### src/design/rope_pkg.sv
// Shared types and constants for the rotary position embedding unit.
package rope_pkg;

  typedef logic [1:0] kind_t;

  localparam kind_t KIND_PASS   = 2'd0;
  localparam kind_t KIND_FIRST  = 2'd1;
  localparam kind_t KIND_SECOND = 2'd2;

  typedef logic [1:0] reg_index_t;

  localparam reg_index_t REG_FEATURE_DIM = 2'd0;
  localparam reg_index_t REG_ROTARY_DIM  = 2'd1;
  localparam reg_index_t REG_PAIR_MODE   = 2'd2;

  localparam int QUEUE_DEPTH = 4;
  localparam int QUEUE_AW    = 2;

  typedef struct packed {
    kind_t              kind;
    logic [7:0]         slot;
    logic [7:0]         first_idx;
    logic [7:0]         pos;
    logic               last;
    logic signed [15:0] sample;
    logic signed [15:0] cos_val;
    logic signed [15:0] sin_val;
  } item_t;

  typedef struct packed {
    logic signed [15:0] value;
    logic [7:0]         index;
    logic               done;
  } res_t;

endpackage

### src/design/rope_queue.sv
// Short queue of classified elements between the front and back ends.
module rope_queue (
  input  logic            clk,
  input  logic            rst,
  input  logic            push,
  input  rope_pkg::item_t push_item,
  input  logic            pop,
  output logic            full,
  output logic            head_valid,
  output rope_pkg::item_t head
);

  rope_pkg::item_t                entries [rope_pkg::QUEUE_DEPTH];
  logic [rope_pkg::QUEUE_AW-1:0]  wr_ptr;
  logic [rope_pkg::QUEUE_AW-1:0]  rd_ptr;
  logic [rope_pkg::QUEUE_AW:0]    count;

  assign full       = (count == (rope_pkg::QUEUE_AW + 1)'(rope_pkg::QUEUE_DEPTH));
  assign head_valid = (count != '0);
  assign head       = entries[rd_ptr];

  always_ff @(posedge clk) begin
    if (push) begin
      entries[wr_ptr] <= push_item;
    end
  end

  always_ff @(posedge clk) begin
    if (rst) begin
      wr_ptr <= '0;
      rd_ptr <= '0;
      count  <= '0;
    end else begin
      if (push) begin
        wr_ptr <= wr_ptr + 1'b1;
      end
      if (pop) begin
        rd_ptr <= rd_ptr + 1'b1;
      end
      if (push && !pop) begin
        count <= count + 1'b1;
      end else if (pop && !push) begin
        count <= count - 1'b1;
      end
    end
  end

endmodule

### config.mk
export PLATFORM = sky130hd
export DESIGN_NAME = rope_queue
export DESIGN_NICKNAME = d
export VERILOG_FILES = /design/src/design/rope_pkg.sv /design/src/design/rope_queue.sv
export SDC_FILE = /design/constraint.sdc
export NUM_CORES = 1
export LEC_CHECK = 0
export BUFFER_PORTS_ARGS = -buffer_cell sky130_fd_sc_hd__buf_4
export CORE_MARGIN = 5
export CORE_UTILIZATION = 44
export CTS_CLUSTER_SIZE = 14
export DETAILED_ROUTE_END_ITERATION = 16
export MAX_ROUTING_LAYER = met4
export PLACE_DENSITY = 0.7
export SLEW_MARGIN = 25
export SYNTH_ARGS = -nofsm -noshare
export SYNTH_HDL_FRONTEND = slang
export SYNTH_SLANG_ARGS = --single-unit
### constraint.sdc
create_clock -name clk -period 2.91 [get_ports clk]
set_input_delay 0.1455 -clock clk [delete_from_list [all_inputs] [get_ports clk]]
set_output_delay 0.1455 -clock clk [all_outputs]
set_load 0.01 [all_outputs]
==> results.toml <==
[run_status]
outcome = "finished, final reports clean"

[logic_synthesis]
synth_top_area_share_pct = 80.1
ys_warn_count = 0
netlist_instances = 435
ys_ff_latch = 309
syn_avg_cell_area_sq_um = 25.9
synth_cell_type_count = 20
synth.area.top_cells = "edfxtp_1 (80%), mux4_2 (15%), dfxtp_1 (1.6%), buf_6 (0.60%), ha_1 (0.56%)"
synth_area_leader_cell = "edfxtp_1"
netlist_area_sq_um = 11200
synth_nets = 520
ys_seq_area_share_pct = 81.7

[die]
dieArea_sq_um = 28900
die_x_um = 170
core-area_sq_um = 25200
die_h_um = 170
initial_core_util_pct = 44.7
num_rows = 58
ios = 156

[critical_path]
cp_slowest_stage_delay_ns = 0.65
worstPathMaxFanout = 32
cp-start-kind = "register"
reg2reg_from = "wr_ptr[0]"
reg2reg_slack_ns = 1.08
crit_end = "head[62]"
path_depth = 3
cp_cell_sequence = "buf_12 -> mux4_2 -> buf_4"
crit_family = "flip-flops"
worst-path-buf-inv = 2
worstReg2RegEnd = "entries[3][58]"
worst-r2r-cell-count = 3
crit_slowest_cell = "dfxtp_4"
arrival_ns = 2.27
required_ns = 2.76
setup.worst_path.end_class = "primary output"
crit_type = "reg2out"

[cts]
clk_latency_ns = 0.53
clk_pin_slew_ns = 0.06
cts_root_buffer = "clkbuf_16"
cts.path.max_buffers = 3
cts_tree = "built"
cts_buffers = 30
post_cts_buffers = 0
cts_htree_levels = 1
clock-sinks = 309

[routing]
ant_nets = 0
routed_wl_mm = 21.6
drc_errors = 0
drtIter0Drc = 370
via_count = 5317
wl_per_cell_um = 20.7
avgViaCountPerCell = 5.10
first_pass_iters = 4

[cells_and_area]
final-seq-area_sq_um = 9200
syn_to_final_growth_pct = 29.3
final_area_sq_um = 14500
nets = 776
final_common_cell = "edfxtp_1"
drive_gt1_share_pct = 39.1
mostFrequentLayoutCells = "edfxtp_1 (300), buf_4 (155), dlygate4sd3_1 (79), mux4_2 (75), clkbuf_16 (31)"
multi_input_area_sq_um = 1930
fillers = 1785
final_util_pct = 57.8
antenna_cells = 0

[power_and_ir_drop]
vdd_drop_max_v = 0.000402
total_power_uw = 9830
power-per-cell-area_nw_per_um2 = 676
leakage_uw = 0.00495

[grt]
grt_overflow = 0
antenna_found_initial = 0
grt_max_degree = 44
grt_pass1_vias = 5936
grt_use_total_pct = 15.4
grt_pass1_wl_mm = 33.4

[job]
maxCapViolations = 0

[timing]
slew_violations = 0
fmax_mhz = 414
hold_viol_final = 0
tns_ns = 0
relSlewSlack_pct = 56.6
fin_ws_ns = 0.497
finalCritPeriodShare_pct = 82.9
rsz0062_at_grt = "false"
fin_crit_ns = 2.41
tightest_slew_ns = 0.651
setup_violations = 0
fin_skew_ns = 0.00650

[worst_hold_path]
min_path_type = "in2reg"
hold_depth = 2

[placed_design]
io_buffers = 155
dp_slack_ns = 0.973
dp.final_hpwl_mm = 12.9
gp_congestion = 0.757
place_area_sq_um = 12900
[sequential cells by signal (all words and copies together), names as in the netlist, named ones only]
register / flops
entries: 300
wr_ptr: 2
count: 3
rd_ptr: 2
[kinds of logic after synthesis]
logic type | share of synthesized area (%)
DFF | 81.7
adders and majority gates | 0.734
and+or+nand+nor | 0.667
AOI/OAI and AO/OA | 0.0889
buffers and inverters | 1.23
xor gates and xnor gates | 0.389
muxes | 15.2
[worst min-delay path by stage]
stage | startpoint | to
2_1_floorplan | push_item[0] | entries[0][0]
6_report | push_item[22] | entries[3][22]
3_3_place_gp | push_item[22] | entries[2][22]
4_1_cts | push_item[73] | entries[2][73]
3_5_place_dp | push_item[69] | entries[0][69]
5_1_grt | push_item[1] | entries[2][1]
[metal layers]
layer	vias up	share of wire (%)	global-route usage, %
met3	24	5.9	2.56
met5	-	0	-
li1	2363	-	-
met4	0	1.3	3.09
met1	2767	43	21.1
met2	163	50	25.1
[power breakdown]
| part | internal [uW] | switching [uW] | leakage (uW) | total, uW |
|---|---|---|---|---|
| clock | 2020 | 1470 | 0.000436 | 3500 |
| sequential | 5110 | 92.7 | 0.00283 | 5200 |
| combinational | 622 | 509 | 0.00168 | 1130 |
[cell type report]
type                    instances  area share (%)
multi-input cells             105            13.3
repair buffers                241            14.4
inverters                       4           0.103
clock buffers                  41            5.59
flip-flops and latches        309            63.2
clock inverters                13           0.551
well taps                     330            2.84
[stage by stage]
stage	hold WS [ns]	cells
finish	0.361	1043
global route	0.340	1043
CTS	0.332	1043
detailed placement	0.350	910
global placement	0.344	910
floorplan	0.244	435
[Yosys cell counts]
cell	count
edfxtp_1	300
mux4_2	75
dfxtp_1	9
nor2_1	7
buf_2	6
buf_6	6
ha_1	5
and2_1	4
inv_1	4
clkbuf_1	3
xor2_1	3
buf_4	2
mux2i_1	2
or3_1	2
xnor2_1	2
a21oi_1	1
fa_1	1
nand2_1	1
nor3b_1	1
o21ai_0	1
[what timing repair did]
action	4_1_cts	5_1_grt
hold buffers	79	0
endpoints found under the hold margin	309	0
resized for setup	0	0
[worst reg2reg max path, delay by kind of cell, from the launching register on]
family | cells | cell delay, ns
buffers and inverters | 1 | 0.36
and+or+nand+nor | 1 | 0.54
DFF | 1 | 0.40
adders and majority gates | 1 | 0.19
No activity file was read; power rests on OpenSTA's default activity.
