<file path="config.mk">
export PLATFORM = sky130hd
export DESIGN_NAME = rope_front
export DESIGN_NICKNAME = d
export VERILOG_FILES = /design/src/design/rope_pkg.sv /design/src/design/rope_front.sv
export SDC_FILE = /design/constraint.sdc
export NUM_CORES = 1
export LEC_CHECK = 0
export BUFFER_PORTS_ARGS = -buffer_cell sky130_fd_sc_hd__buf_2
export CORE_MARGIN = 2
export CORE_UTILIZATION = 41
export CTS_CLUSTER_SIZE = 14
export DETAILED_ROUTE_END_ITERATION = 12
export HOLD_SLACK_MARGIN = 0.1
export PLACE_DENSITY = 0.68
export SLEW_MARGIN = 5
export SYNTH_ARGS = -nofsm -noshare
export SYNTH_HDL_FRONTEND = slang
export SYNTH_SLANG_ARGS = --single-unit
</file>
<file path="constraint.sdc">
create_clock -name clk -period 8.28 [get_ports clk]
set_input_delay 0.828 -clock clk [delete_from_list [all_inputs] [get_ports clk]]
set_output_delay 0.828 -clock clk [all_outputs]
set_load 0.02 [all_outputs]
</file>
<file path="src/design/rope_pkg.sv">
// Shared types and constants for the rotary position embedding unit.
package rope_pkg;

  typedef logic [1:0] kind_t;

  localparam kind_t KIND_PASS   = 2'd0;
  localparam kind_t KIND_FIRST  = 2'd1;
  localparam kind_t KIND_SECOND = 2'd2;

  typedef logic [1:0] reg_index_t;

  localparam reg_index_t REG_FEATURE_DIM = 2'd0;
  localparam reg_index_t REG_ROTARY_DIM  = 2'd1;
  localparam reg_index_t REG_PAIR_MODE   = 2'd2;

  localparam int QUEUE_DEPTH = 4;
  localparam int QUEUE_AW    = 2;

  typedef struct packed {
    kind_t              kind;
    logic [7:0]         slot;
    logic [7:0]         first_idx;
    logic [7:0]         pos;
    logic               last;
    logic signed [15:0] sample;
    logic signed [15:0] cos_val;
    logic signed [15:0] sin_val;
  } item_t;

  typedef struct packed {
    logic signed [15:0] value;
    logic [7:0]         index;
    logic               done;
  } res_t;

endpackage

</file>
<file path="src/design/rope_front.sv">
// Front end: configuration registers, row position and classification of each element.
module rope_front #(
  parameter int MAX_DIM = 256
) (
  input  logic                  clk,
  input  logic                  rst,
  input  logic                  cfg_write,
  input  rope_pkg::reg_index_t  cfg_index,
  input  logic [8:0]            cfg_data,
  input  logic                  in_valid,
  input  logic                  queue_full,
  input  logic signed [15:0]    sample,
  input  logic signed [15:0]    cos_val,
  input  logic signed [15:0]    sin_val,
  output logic                  push,
  output rope_pkg::item_t       item
);

  localparam int CAP = (MAX_DIM < 256) ? MAX_DIM : 256;
  localparam logic [8:0] CAP9 = 9'(CAP);

  logic [8:0] feature_dim;
  logic [8:0] rotary_dim;
  logic       pair_mode;
  logic [7:0] row_position;

  logic [8:0] d;
  logic [8:0] e;
  logic [8:0] half;
  logic [8:0] pos9;
  logic [8:0] diff;
  logic [8:0] pos_next;

  assign push = in_valid && !queue_full;

  always_comb begin
    d = feature_dim;
    if (d == 9'd0) begin
      d = 9'd1;
    end
    if (d > CAP9) begin
      d = CAP9;
    end
    e = (rotary_dim < d) ? rotary_dim : d;
    e[0] = 1'b0;
    half = e >> 1;
    pos9 = {1'b0, row_position};
    if (pos9 >= d) begin
      pos9 = 9'd0;
    end
    diff = pos9 - half;
    pos_next = pos9 + 9'd1;
    if (pos_next >= d) begin
      pos_next = 9'd0;
    end

    item.pos       = pos9[7:0];
    item.last      = (pos9 == (d - 9'd1));
    item.sample    = sample;
    item.cos_val   = cos_val;
    item.sin_val   = sin_val;
    item.slot      = 8'd0;
    item.first_idx = 8'd0;
    if (pos9 >= e) begin
      item.kind = rope_pkg::KIND_PASS;
    end else if (pair_mode) begin
      item.kind      = pos9[0] ? rope_pkg::KIND_SECOND : rope_pkg::KIND_FIRST;
      item.slot      = pos9[8:1];
      item.first_idx = pos9[7:0] - 8'd1;
    end else if (pos9 >= half) begin
      item.kind      = rope_pkg::KIND_SECOND;
      item.slot      = diff[7:0];
      item.first_idx = diff[7:0];
    end else begin
      item.kind = rope_pkg::KIND_FIRST;
      item.slot = pos9[7:0];
    end
  end

  always_ff @(posedge clk) begin
    if (rst) begin
      feature_dim  <= 9'd128;
      rotary_dim   <= 9'd64;
      pair_mode    <= 1'b0;
      row_position <= 8'd0;
    end else if (cfg_write) begin
      unique case (cfg_index)
        rope_pkg::REG_FEATURE_DIM: begin
          feature_dim  <= cfg_data;
          row_position <= 8'd0;
        end
        rope_pkg::REG_ROTARY_DIM: begin
          rotary_dim   <= cfg_data;
          row_position <= 8'd0;
        end
        rope_pkg::REG_PAIR_MODE: begin
          pair_mode    <= cfg_data[0];
          row_position <= 8'd0;
        end
        default: begin
        end
      endcase
    end else if (push) begin
      row_position <= pos_next[7:0];
    end
  end

endmodule

</file>
==> metrics.md, run 1 <==
| Metric | Value |
|---|---|
| Area share of the largest cell type after synthesis | `approximately 14%` |
| Peak Freq | `0.137 GHz` |
| Fin nets | `586` |
| Placed instance count | `approximately 580` |
| Pwr Density | `105 nW/µm²` |
| Cell taking the most area after synthesis | `sky130_fd_sc_hd__dfxtp_1` |
| Number of library cell types mapped by synthesis | `65` |
| Crit Path Category | `reg -> out` |
| Max-slew headroom at the worst pin | `between 30 and 40%` |
| Category of the worst setup path capture point | `output port` |
| Max Buffers Root-to-Sink | `2` |
| Sum Neg Setup Slack | `0 ns` |
| Area of the core | `~9100 µm²` |
| Clock slew at the register clock pins of the worst setup and hold paths | `around 0.11 ns` |
| TritonCTS Sinks | `27` |
| FILL cells | `973` |
| Number of slew-limit violations in the final report | `0` |
| Die Height | `100 µm` |
| Horizontal die dimension | `around 100 µm` |
| Gr usage total | `between 20% and 30%` |
| H-tree depth | `1` |
| Sequential element share of the synthesized area | `about 14%` |
| Maximum single-stage delay on the critical path | `0.97 ns` |
| Number of failing hold endpoints at the final stage | `0` |
| Gates resized, CTS repair | `0` |
| Element type at the critical path start | `register` |
| Rows | `35` |
| Vias per cell | `6.30` |
| IR Drop Worst-Case VDD | `around 0.069 mV` |
| Transition at the pin with the smallest max-transition slack | `just under 1 ns` |
| Slowest library cell on the worst path | `sky130_fd_sc_hd__dfxtp_1` |
| Unrepaired setup endpoints after global routing | `no` |
| Leading register cell type out of synthesis | `sky130_fd_sc_hd__dfxtp_1` |
| Complex-gate fraction of the synthesized area | `between 20% and 30%` |
| Die outline area | `about 10000 µm²` |
| Weighted congestion at the end of routability-driven global placement | `around 0.92` |
| Clock tree from TritonCTS | `yes` |
| Post-synthesis sequential element count | `27` |
| Largest cells by area after synthesis | `sky130_fd_sc_hd__dfxtp_1 14%, sky130_fd_sc_hd__ha_1 14%, sky130_fd_sc_hd__buf_4 9.5%` |
| Final Non-Filler Cells | `588` |
| Via total after detailed routing | `roughly 3700` |
| EDFF count, synth | `0` |
| Worst clock skew | `between 0.005 and 0.006 ns` |
| Portion of netlist area occupied by mux cells | `under 10%` |
| Multi-input logic area | `2680 µm²` |
| Number of clock buffers inserted by TritonCTS | `3` |
| Footprint of the flip-flops and latches | `~540 µm²` |
| Layout cells sized above 1 | `a little over an eighth` |
| Post-synthesis instance total | `between 500 and 600` |
| Cell-by-cell trace of the critical path | `inv_1, nand2_1, ha_1, a211oi_1, o21ai_0, a311oi_4, mux2i_2, ha_1, and3_1, a41o_1, nor3_1, a21oi_1, o31a_1, a221oi_1, buf_2` |
| Final core utilization | `approximately two fifths` |
| Outcome | `complete, no violations` |
| Required time worst endpoint | `approximately 7.5 ns` |
| Tcrit/Tclk final | `roughly nine tenths` |
| Simple-Gate Fraction of Synth Area | `between 20% and 30%` |
| Syn Nets | `a little over 600` |
| Arrival time worst endpoint | `6.48 ns` |
| Maximum fanout count along the critical path | `27` |
| Worst Hold Class | `reg -> reg` |
| Remaining antenna violation count after routing | `0` |
| Leading cell type in the layout, fill and taps excluded | `sky130_fd_sc_hd__nor2_1` |
| Post-Syn Area per Cell | `about 7.6 µm²` |
| Wire length of the first global-routing pass | `~18 mm` |
| Setup bufs post-CTS | `0` |
| Average wire length per cell after detail routing | `18.4 µm` |
| Clock root buffer | `sky130_fd_sc_hd__clkbuf_8` |
| Vias in the first global route | `roughly 3500` |
| Drt first-iter violations | `between 500 and 600` |
| Count of input and output buffers | `43` |
| Post-route minimum period | `between 7 and 8 ns` |
| Setup-failing EPs final | `0` |
| First-pass detailed-route iteration total | `5` |
| Adder and majority gate portion of the synthesized area | `14.7%` |
| Worst path bufs/invs | `2` |
| Global-route congestion overflow total | `0` |
| Initial antenna violation count | `0` |
| # hold bufs at CTS | `0` |
| Number of inserted diodes | `0` |
| Cell leakage power | `about 1.7 nW` |
| Netlist area before placement | `roughly 3800 µm²` |
| Starting Density | `41.7%` |
| Total power after layout | `between 0.0003 and 0.0004 W` |
| Post-synthesis share of cell area spent on xor and xnor gates | `roughly 3.5%` |
| Syn. warnings | `0` |
| Pin count of the biggest net entering global routing | `28` |
| Detailed-route wire length | `around 11 mm` |
| Leading cell types in the layout, fill and taps excluded | `45 x sky130_fd_sc_hd__nor2_1, 43 x sky130_fd_sc_hd__ha_1, 43 x sky130_fd_sc_hd__buf_2, 30 x sky130_fd_sc_hd__nand2_1, 28 x sky130_fd_sc_hd__a21oi_1` |
| Cell mode on critical path | `sky130_fd_sc_hd__ha_1` |
| Reg-to-reg slack, setup | `approximately 1.6 ns` |
| Clk_lat worst skew | `roughly 0.28 ns` |
| Proportion of synthesized flip-flops having asynchronous set or reset | `0%` |
| Top cell family by delay on the critical path | `compound AO/OA/AOI/OAI gates` |
| Half-perimeter wire length of the detailed placement result | `around 8.4 mm` |
| Synth-to-layout area growth | `-1.55%` |
| Combinational family with the most area after synthesis | `compound AO/OA/AOI/OAI gates` |
| Count of unresolved DRC violations after routing | `0` |
| Max-capacitance violation count | `0` |
| Number of top-level pins | `between 100 and 150` |
## Yosys cell counts (all sizes together) (3+ instances only)
cell    number
a211oi       7
clkbuf      17
a221oi       4
o31a         4
nand2b       8
a31oi        9
a22oi        5
xnor2       12
or4          3
xor2         3
o21a         5
ha          43
or3          9
nor2b        6
mux2i       19
o21ai       19
nand3       19
nor3        10
and2        10
a21oi       28
buf         57
a31o         3
o31ai        9
nand4       11
nor4         4
inv         25
nand2       30
o211ai       3
a32oi        7
dfxtp       27
and3         5
nor2        45
a21o        10
## state kept, by name (all words and copies together) (netlist names)
| signal | flops |
|---|---|
| feature_dim | 9 |
| pair_mode | 1 |
| rotary_dim | 9 |
| row_position | 8 |
## logic make-up after synthesis
logic type                 after synthesis
AOI/OAI and AO/OA                      128
xor gates and xnor gates                15
adders and majority gates               44
buffers and inverters                  100
DFF                                     27
muxes                                   19
and+or+nand+nor                        169
## layer usage
layer	wire (µm)	up-vias	share of wire, %	GRT usage, %
met2	5040	184	47	35.6
met3	889	36	8.2	2.79
met4	330	0	3.1	7.27
met5	0	-	0	0
li1	-	1741	-	-
met1	4540	1746	42	29.5
## final timing paths
path	startpoint	end	depth (start not counted)
worst max-delay path	feature_dim[8]	item[70]	15
worst min-delay path	rotary_dim[0]	rotary_dim[0]	2
worst max register to register	feature_dim[8]	row_position[2]	20
worst min register to register	rotary_dim[0]	rotary_dim[0]	2
## worst min-delay path, stage by stage, from the launching register on
cell	delay, ns
sky130_fd_sc_hd__dfxtp_1	0.35
sky130_fd_sc_hd__mux2i_1	0.07
sky130_fd_sc_hd__nor2_1	0.07
## power by group
group | leakage (nW) | internal, W | switching [W]
logic | 1.46 | 0.0000634 | 0.000105
clock network | 0.0261 | 0.0000355 | 0.0000487
registers | 0.219 | 0.000133 | 0.00000749
total | 1.71 | 0.000232 | 0.000162
## layout make-up
cell class | instances | area share, %
Clock buffer | 3 | 1.10
Clock inverter | 1 | 0.234
Inverter | 26 | 2.61
Multi-Input combinational cell | 375 | 71.7
Sequential cell | 27 | 14.5
Tap cell | 111 | 3.71
Timing Repair Buffer | 45 | 6.16
## through the flow
step | setup slack [ns] | hold WS, ns | area (µm²)
floorplan | 2.71 | 0.463 | 3800
global placement | 1.59 | 0.484 | 3690
detailed placement | 1.42 | 0.502 | 3690
CTS | 1.12 | 0.527 | 3740
global route | 0.555 | 0.597 | 3740
finish | 0.972 | 0.524 | 3740
(Power assumes the default switching activity.)
==> inputs of run 2 (changes only) <==
Settings changed: RECOVER_POWER set to 100.
==> metrics.md, run 2 (same netlist as run 1, synthesis figures left out) <==
| Metric | Value |
|---|---|
| Outcome | `complete, no violations (unchanged)` |
| Clock root buffer | `sky130_fd_sc_hd__clkbuf_8 (unchanged)` |
| Unrepaired setup endpoints after global routing | `no (unchanged)` |
| Element type at the critical path start | `register (unchanged)` |
| Cell leakage power | `1.60 nW (was 1.71 nW)` |
| Vias per cell | `6.32 (was 6.30)` |
| Max-capacitance violation count | `0 (unchanged)` |
| Worst path bufs/invs | `3 (was 2)` |
| Rows | `35 (unchanged)` |
| Die outline area | `10000 µm² (unchanged)` |
| Initial antenna violation count | `0 (unchanged)` |
| Gates resized, CTS repair | `0 (unchanged)` |
| Peak Freq | `0.134 GHz (was 0.137 GHz)` |
| Starting Density | `41.7% (unchanged)` |
| Tcrit/Tclk final | `90.4% (was 88.3%)` |
| Number of failing hold endpoints at the final stage | `0 (unchanged)` |
| IR Drop Worst-Case VDD | `0.0685 mV (was 0.0686 mV)` |
| Die Height | `100 µm (unchanged)` |
| Average wire length per cell after detail routing | `18.4 µm (about the same)` |
| Sum Neg Setup Slack | `0 ns (unchanged)` |
| Area of the core | `9110 µm² (unchanged)` |
| Global-route congestion overflow total | `0 (unchanged)` |
| Count of unresolved DRC violations after routing | `0 (unchanged)` |
| Crit Path Category | `reg -> out (unchanged)` |
| Vias in the first global route | `3547 (unchanged)` |
| Number of slew-limit violations in the final report | `0 (unchanged)` |
| Number of top-level pins | `140 (unchanged)` |
| Pin count of the biggest net entering global routing | `28 (unchanged)` |
| Leading cell types in the layout, fill and taps excluded | `45 x sky130_fd_sc_hd__nor2_1, 43 x sky130_fd_sc_hd__ha_1, 30 x sky130_fd_sc_hd__nand2_1, 28 x sky130_fd_sc_hd__a21oi_1, 27 x sky130_fd_sc_hd__dfxtp_1 (was 45 x sky130_fd_sc_hd__nor2_1, 43 x sky130_fd_sc_hd__ha_1, 43 x sky130_fd_sc_hd__buf_2, 30 x sky130_fd_sc_hd__nand2_1, 28 x sky130_fd_sc_hd__a21oi_1)` |
| Count of input and output buffers | `43 (unchanged)` |
| TritonCTS Sinks | `27 (unchanged)` |
| Top cell family by delay on the critical path | `compound AO/OA/AOI/OAI gates (unchanged)` |
| Remaining antenna violation count after routing | `0 (unchanged)` |
| Layout cells sized above 1 | `7.76% (was 13.2%)` |
| Wire length of the first global-routing pass | `17.8 mm (unchanged)` |
| Cell-by-cell trace of the critical path | `inv_1, a22o_1, ha_1, nand2b_1, a31oi_1, o31a_1, o21ai_0, inv_1, ha_1, and3_1, o21ai_0, a31o_2, a211oi_1, nand3_1, a32oi_1, clkbuf_1 (was inv_1, nand2_1, ha_1, a211oi_1, o21ai_0, a311oi_4, mux2i_2, ha_1, and3_1, a41o_1, nor3_1, a21oi_1, o31a_1, a221oi_1, buf_2)` |
| Setup-failing EPs final | `0 (unchanged)` |
| First-pass detailed-route iteration total | `5 (unchanged)` |
| Pwr Density | `106 nW/µm² (was 105 nW/µm²)` |
| Worst Hold Class | `reg -> reg (unchanged)` |
| Maximum single-stage delay on the critical path | `0.96 ns (was 0.97 ns)` |
| Leading cell type in the layout, fill and taps excluded | `sky130_fd_sc_hd__nor2_1 (unchanged)` |
| Horizontal die dimension | `100 µm (unchanged)` |
| Registers with the most flip-flops | `feature_dim x9, rotary_dim x9, row_position x8 (unchanged)` |
| Gr usage total | `21.7% (unchanged)` |
| Weighted congestion at the end of routability-driven global placement | `0.918 (unchanged)` |
| Setup bufs post-CTS | `0 (unchanged)` |
| Drt first-iter violations | `540 (was 549)` |
| Number of clock buffers inserted by TritonCTS | `3 (unchanged)` |
| Synth-to-layout area growth | `-2.80% (was -1.55%)` |
| Max Buffers Root-to-Sink | `2 (unchanged)` |
| Clock tree from TritonCTS | `yes (unchanged)` |
| Number of inserted diodes | `0 (unchanged)` |
| Category of the worst setup path capture point | `output port (unchanged)` |
| Slowest library cell on the worst path | `sky130_fd_sc_hd__dfxtp_1 (unchanged)` |
| H-tree depth | `1 (unchanged)` |
| Post-route minimum period | `7.48 ns (was 7.31 ns)` |
| Clk_lat worst skew | `0.29 ns (was 0.28 ns)` |
| Transition at the pin with the smallest max-transition slack | `0.923 ns (was 0.966 ns)` |
| Max-slew headroom at the worst pin | `37.2% (was 35.5%)` |
| Clock slew at the register clock pins of the worst setup and hold paths | `0.11 ns (about the same)` |
| # hold bufs at CTS | `0 (unchanged)` |
| Total power after layout | `0.000391 W (was 0.000394 W)` |
| Maximum fanout count along the critical path | `27 (unchanged)` |
| Via total after detailed routing | `3714 (was 3707)` |
| Half-perimeter wire length of the detailed placement result | `8.41 mm (unchanged)` |
| Worst clock skew | `0.00761 ns (was 0.00513 ns)` |
| Fin nets | `586 (unchanged)` |
| Required time worst endpoint | `7.45 ns (about the same)` |
| Detailed-route wire length | `10.8 mm (about the same)` |
| Arrival time worst endpoint | `6.66 ns (was 6.48 ns)` |
## run 2: stage by stage
step           area (µm²)  setup WS, ns  cells  utilization, %  hold WS (ns)
2_1_floorplan        3800          2.71    502               -         0.463
3_3_place_gp         3690          1.59    584            40.5         0.484
3_5_place_dp         3690          1.42    584            40.5         0.502
4_1_cts              3740          1.12    588            41.0         0.527
5_1_grt              3690         0.380    588            40.5         0.597
6_report             3690         0.796    588            40.5         0.532
## run 2: report_power, final
part | switching (W) | internal (W) | leakage (nW)
combinational | 0.000106 | 0.0000597 | 1.36
sequential | 0.00000745 | 0.000133 | 0.219
clock | 0.0000495 | 0.0000355 | 0.0261
total | 0.000163 | 0.000228 | 1.60
## run 2: path summary, 6_finish.rpt
| check | start | to | slack, ns | cells after the start |
|---|---|---|---|---|
| worst max-delay path | feature_dim[8] | item[59] | 0.80 | 16 |
| worst min register to register | rotary_dim[0] | rotary_dim[0] | 0.53 | 2 |
| worst max register to register | feature_dim[8] | row_position[2] | 1.61 | 20 |
| worst min-delay path | rotary_dim[0] | rotary_dim[0] | 0.53 | 2 |
## run 2: layout make-up
cell class / instances / area (µm²)
fill: 985 / 5420
multi-input combinational: 375 / 2670
sequential: 27 / 541
timing repair buffer: 45 / 198
tap: 111 / 139
inverter: 26 / 97.6
clock buffer: 3 / 41.3
clock inverter: 1 / 8.76
## run 2: per-layer routing
layer / up-vias / global-route usage [%] / share of wire [%]
met5: - / 0 / 0
met3: 36 / 2.79 / 7.3
met4: 0 / 7.27 / 2.9
met2: 189 / 35.6 / 47
li1: 1737 / - / -
met1: 1752 / 29.5 / 43
## run 2: worst reg2reg max path: stages, from the launching register on
cell                       delay, ns
sky130_fd_sc_hd__dfxtp_1        0.96
sky130_fd_sc_hd__inv_1          0.51
sky130_fd_sc_hd__a22o_1         0.43
sky130_fd_sc_hd__ha_1           0.28
sky130_fd_sc_hd__nand2b_1       0.14
sky130_fd_sc_hd__a31oi_1        0.42
sky130_fd_sc_hd__o31ai_1        0.26
sky130_fd_sc_hd__nand2_1        0.37
sky130_fd_sc_hd__and2_0         0.36
sky130_fd_sc_hd__ha_1           0.32
sky130_fd_sc_hd__nand3_1        0.16
sky130_fd_sc_hd__or3_1          0.37
sky130_fd_sc_hd__xnor2_1        0.13
sky130_fd_sc_hd__o21ai_0        0.13
sky130_fd_sc_hd__inv_1          0.09
sky130_fd_sc_hd__ha_1           0.33
sky130_fd_sc_hd__nand4_1        0.11
sky130_fd_sc_hd__a21o_1         0.17
sky130_fd_sc_hd__a31oi_1        0.62
sky130_fd_sc_hd__nor4b_1        0.12
sky130_fd_sc_hd__o31a_1         0.32
